**config.mk**
```make
export PLATFORM = sky130hd
export DESIGN_NAME = bfa_find
export DESIGN_NICKNAME = d
export VERILOG_FILES = /design/src/rtl/core/bfa_find.sv
export SDC_FILE = /design/constraint.sdc
export NUM_CORES = 1
export LEC_CHECK = 0
export BUFFER_PORTS_ARGS = -buffer_cell sky130_fd_sc_hd__buf_2
export CAP_MARGIN = 20
export CORE_UTILIZATION = 48
export DETAILED_ROUTE_END_ITERATION = 10
export GPL_TIMING_DRIVEN = 0
export PLACE_DENSITY_LB_ADDON = 0.1
export SLEW_MARGIN = 20
export SYNTH_ARGS = -nofsm -noshare
export SYNTH_HDL_FRONTEND = slang
export SYNTH_SLANG_ARGS = --single-unit
```
**constraint.sdc**
```tcl
create_clock -name vclk -period 2.8
set_input_delay 0.56 -clock vclk [all_inputs]
set_output_delay 0.56 -clock vclk [all_outputs]
set_load 0.01 [all_outputs]
```
**src/rtl/core/bfa_find.sv**
```systemverilog
// ----------------------------------------------------------------------------
// bfa_find
// Lowest free bit of one bitmap word, restricted to blocks below the limit.
// ----------------------------------------------------------------------------
module bfa_find #(
  parameter int WORD_BITS = 64,
  parameter int BASE_W    = 14,
  parameter int BIT_W     = (WORD_BITS > 1) ? $clog2(WORD_BITS) : 1
) (
  input  logic [WORD_BITS-1:0] word,   // used bits of this word
  input  logic [BASE_W-1:0]    rem,    // blocks left below the limit
  output logic                 found,
  output logic [BIT_W-1:0]     pos
);

  logic [WORD_BITS-1:0] in_range;
  logic [WORD_BITS-1:0] cand;

  // bits of this word that still lie below the limit
  always_comb begin
    for (int j = 0; j < WORD_BITS; j++) begin
      in_range[j] = (BASE_W'(j) < rem);
    end
  end

  assign cand  = ~word & in_range;
  assign found = |cand;

  // priority encode, lowest index wins
  always_comb begin
    pos = '0;
    for (int j = WORD_BITS - 1; j >= 0; j--) begin
      if (cand[j]) begin
        pos = BIT_W'(j);
      end
    end
  end

endmodule

```
==> results.json <==
{
  "layout.nets": 567,
  "io_buffers": 81,
  "rsz0062_at_grt": "true",
  "max_stage_delay_ns": 0.44,
  "critPathKind": "input pin to output pin",
  "cp_common_cell": "buf_2",
  "hp-class": "input pin to output pin",
  "min_period_ns": 3.61,
  "violations": "setup timing",
  "die_y_um": 72.7,
  "drt_iter0_drc": 510,
  "ys_seq_area_frac": 0,
  "gp_congestion": 1.01,
  "dieArea_mm2": 0.00528,
  "place_area_mm2": 0.00295,
  "drt_first_pass_iters": 5,
  "grt_max_degree": 11,
  "hold_violations": 0,
  "area_delta_synth_final_pct": 57.5,
  "io_pins": 85,
  "instances_no_fill": 554,
  "syn_inst": 378,
  "cp-endpoint": "pos[0]",
  "worstPathArrival_ns": 3.05,
  "fin_hold_ws_ns": 1.70,
  "row_count": 25,
  "cp_slowest_cell": "a2111oi_1",
  "fin_crit_sh": 1.29,
  "antennaDiodeCount": 0,
  "filler_cell_count": 367,
  "outcome": "complete, but fails checks",
  "vdd_ir_drop_max_mv": 0.125,
  "grt_pass1_wl_um": 17800,
  "synth-compound-area-share": 0.516,
  "synthXorXnorAreaFrac": 0,
  "hpwl_um": 8060,
  "design.seq.count": 0,
  "synth.distinct_cells": 74,
  "synthMuxAreaShare": 0,
  "syn-cell-area_mm2": 0.00240,
  "remaining_drc_errors": 0,
  "start_util": 0.504,
  "fin_util": 0.794,
  "yosys.area_share.simple": 0.367,
  "die_w_um": 72.7,
  "finalSetupViolCount": 7,
  "clock.fmax_mhz": 277,
  "worst_slack_ns": -0.810,
  "cts_hold_buf": 0,
  "dp_slack_ns": -0.863,
  "design_area_mm2": 0.00378,
  "relSlewSlack": 0.616,
  "ys_warn_count": 0,
  "path_max_fanout": 10,
  "cp.required_ns": 2.24,
  "power_leakage_nw": 1.51,
  "synth_top_family_by_area": "compound AO/OA/AOI/OAI gates",
  "crit_chain": "buf_2 -> buf_2 -> buf_4 -> a2111oi_1 -> o211ai_1 -> a211oi_2 -> o311ai_4 -> nor3_2 -> a211oi_4 -> o211ai_1 -> buf_2",
  "clockBufferCount": 0,
  "first_global_vias": 3608,
  "worst_slew_pin_slew_ns": 0.575,
  "synth_adder_area_share": 0.00835,
  "ant_nets": 0,
  "drv_slew": 0,
  "seqCellArea_um2": 0,
  "post-place-cells": 526,
  "detail_route.wl_per_cell_um": 22.1,
  "grt_use_total": 0.438,
  "cp-startpoint": "rem[3]",
  "power_density_mw_per_mm2": 115,
  "num_vias": 4011,
  "wl_um": 12200,
  "totalPowerFinal_mw": 0.435,
  "antenna_found_initial": 0,
  "cp-end-kind": "output pin",
  "core_mm2": 0.00475,
  "final.setup.tns_ns": -4.24,
  "drive_gt1_frac": 0.485,
  "start_kind": "input pin",
  "drv_cap": 0,
  "postSynthAreaPerCell_um2": 6.34,
  "synth_nets": 456,
  "overflow": 0,
  "vias_per_cell": 7.24
}
==> worst max-delay path, delay by kind of cell <==
family                 cells  cell delay (ns)
and+or+nand+nor            1             0.28
AOI/OAI and AO/OA          6             1.52
buffers and inverters      4             0.66
==> cell usage in the layout, fill, tap and decap left out, types with 10 or more instances in the layout <==
cell	instances
o21ai_0	23
buf_2	82
buf_4	28
inv_1	21
buf_6	12
o211ai_1	11
nand2_1	29
nor2_1	16
a21oi_1	22
nor3_2	10
==> kinds of logic after synthesis <==
| family | Yosys count |
|---|---|
| and+or+nand+nor | 153 |
| buffers and inverters | 52 |
| AOI/OAI and AO/OA | 171 |
| adders and majority gates | 2 |
==> layout make-up <==
class	count	area (um2)	share of cell area
multi-input cells	326	2700	0.715
repair buffers	110	672	0.178
plain buffers	29	233	0.0616
inverters	22	86.3	0.0229
well taps	67	83.8	0.0222
==> synth_stat cells (3+ instances only) <==
library cell | instances | share of area
nor4_1 | 3 | 0.0078
nor2b_1 | 6 | 0.016
buf_4 | 7 | 0.022
o22ai_1 | 3 | 0.0078
inv_1 | 22 | 0.034
a311oi_1 | 4 | 0.015
clkbuf_1 | 8 | 0.013
a41o_1 | 3 | 0.013
nand3b_1 | 3 | 0.0094
or2_2 | 5 | 0.013
and2_1 | 7 | 0.018
a32oi_1 | 3 | 0.011
o311ai_0 | 3 | 0.011
a21o_1 | 8 | 0.025
and3b_1 | 3 | 0.011
a41oi_1 | 5 | 0.018
and3_1 | 7 | 0.018
buf_2 | 11 | 0.023
o2111ai_1 | 4 | 0.015
a31oi_1 | 10 | 0.026
o211ai_1 | 11 | 0.034
a22oi_1 | 6 | 0.019
nand4_1 | 7 | 0.018
o31ai_1 | 3 | 0.0094
nand3_1 | 9 | 0.019
nor2_1 | 23 | 0.036
nor3_1 | 17 | 0.035
o21bai_1 | 4 | 0.013
nand2_1 | 32 | 0.050
nand2b_1 | 10 | 0.026
o21ai_0 | 28 | 0.058
a211o_1 | 3 | 0.011
a211oi_1 | 11 | 0.034
a2bb2oi_1 | 4 | 0.015
a21oi_1 | 29 | 0.061
or4_1 | 4 | 0.013
nor4_2 | 3 | 0.016
o221a_2 | 3 | 0.014
==> where the power goes <==
group / switching [mW] / internal, mW
Clock: 0 / 0
Sequential: 0 / 0
Combinational: 0.265 / 0.171
==> metal layers <==
metal | wire length (um) | share of wire | track usage | vias up
met3 | 1460 | 0.12 | 0.108 | 110
met5 | 0 | 0 | 0 | -
met1 | 4260 | 0.35 | 0.512 | 1817
li1 | - | - | - | 1715
met2 | 5610 | 0.46 | 0.725 | 369
met4 | 919 | 0.075 | 0.257 | 0
==> worst min-delay path by stage <==
stage                  from      to  slack, ns  depth (start not counted)
floorplan           word[2]  pos[0]       1.41                          3
global placement    word[2]  pos[0]       1.66                          5
detailed placement  word[2]  pos[0]       1.68                          5
CTS                 word[2]  pos[0]       1.69                          5
global route        word[2]  pos[0]       1.71                          5
finish              word[2]  pos[0]       1.70                          5
==> timing repair <==
action / 4_1_cts / 5_1_grt
setup endpoints to repair: 7 / 7
cloned: 2 / 0
gates resized for setup: 76 / 66
pin swaps: 26 / 21
setup buffers: 15 / 14
endpoints found under the hold margin: 0 / 0
Note: power is estimated with default switching activity, not from simulation.
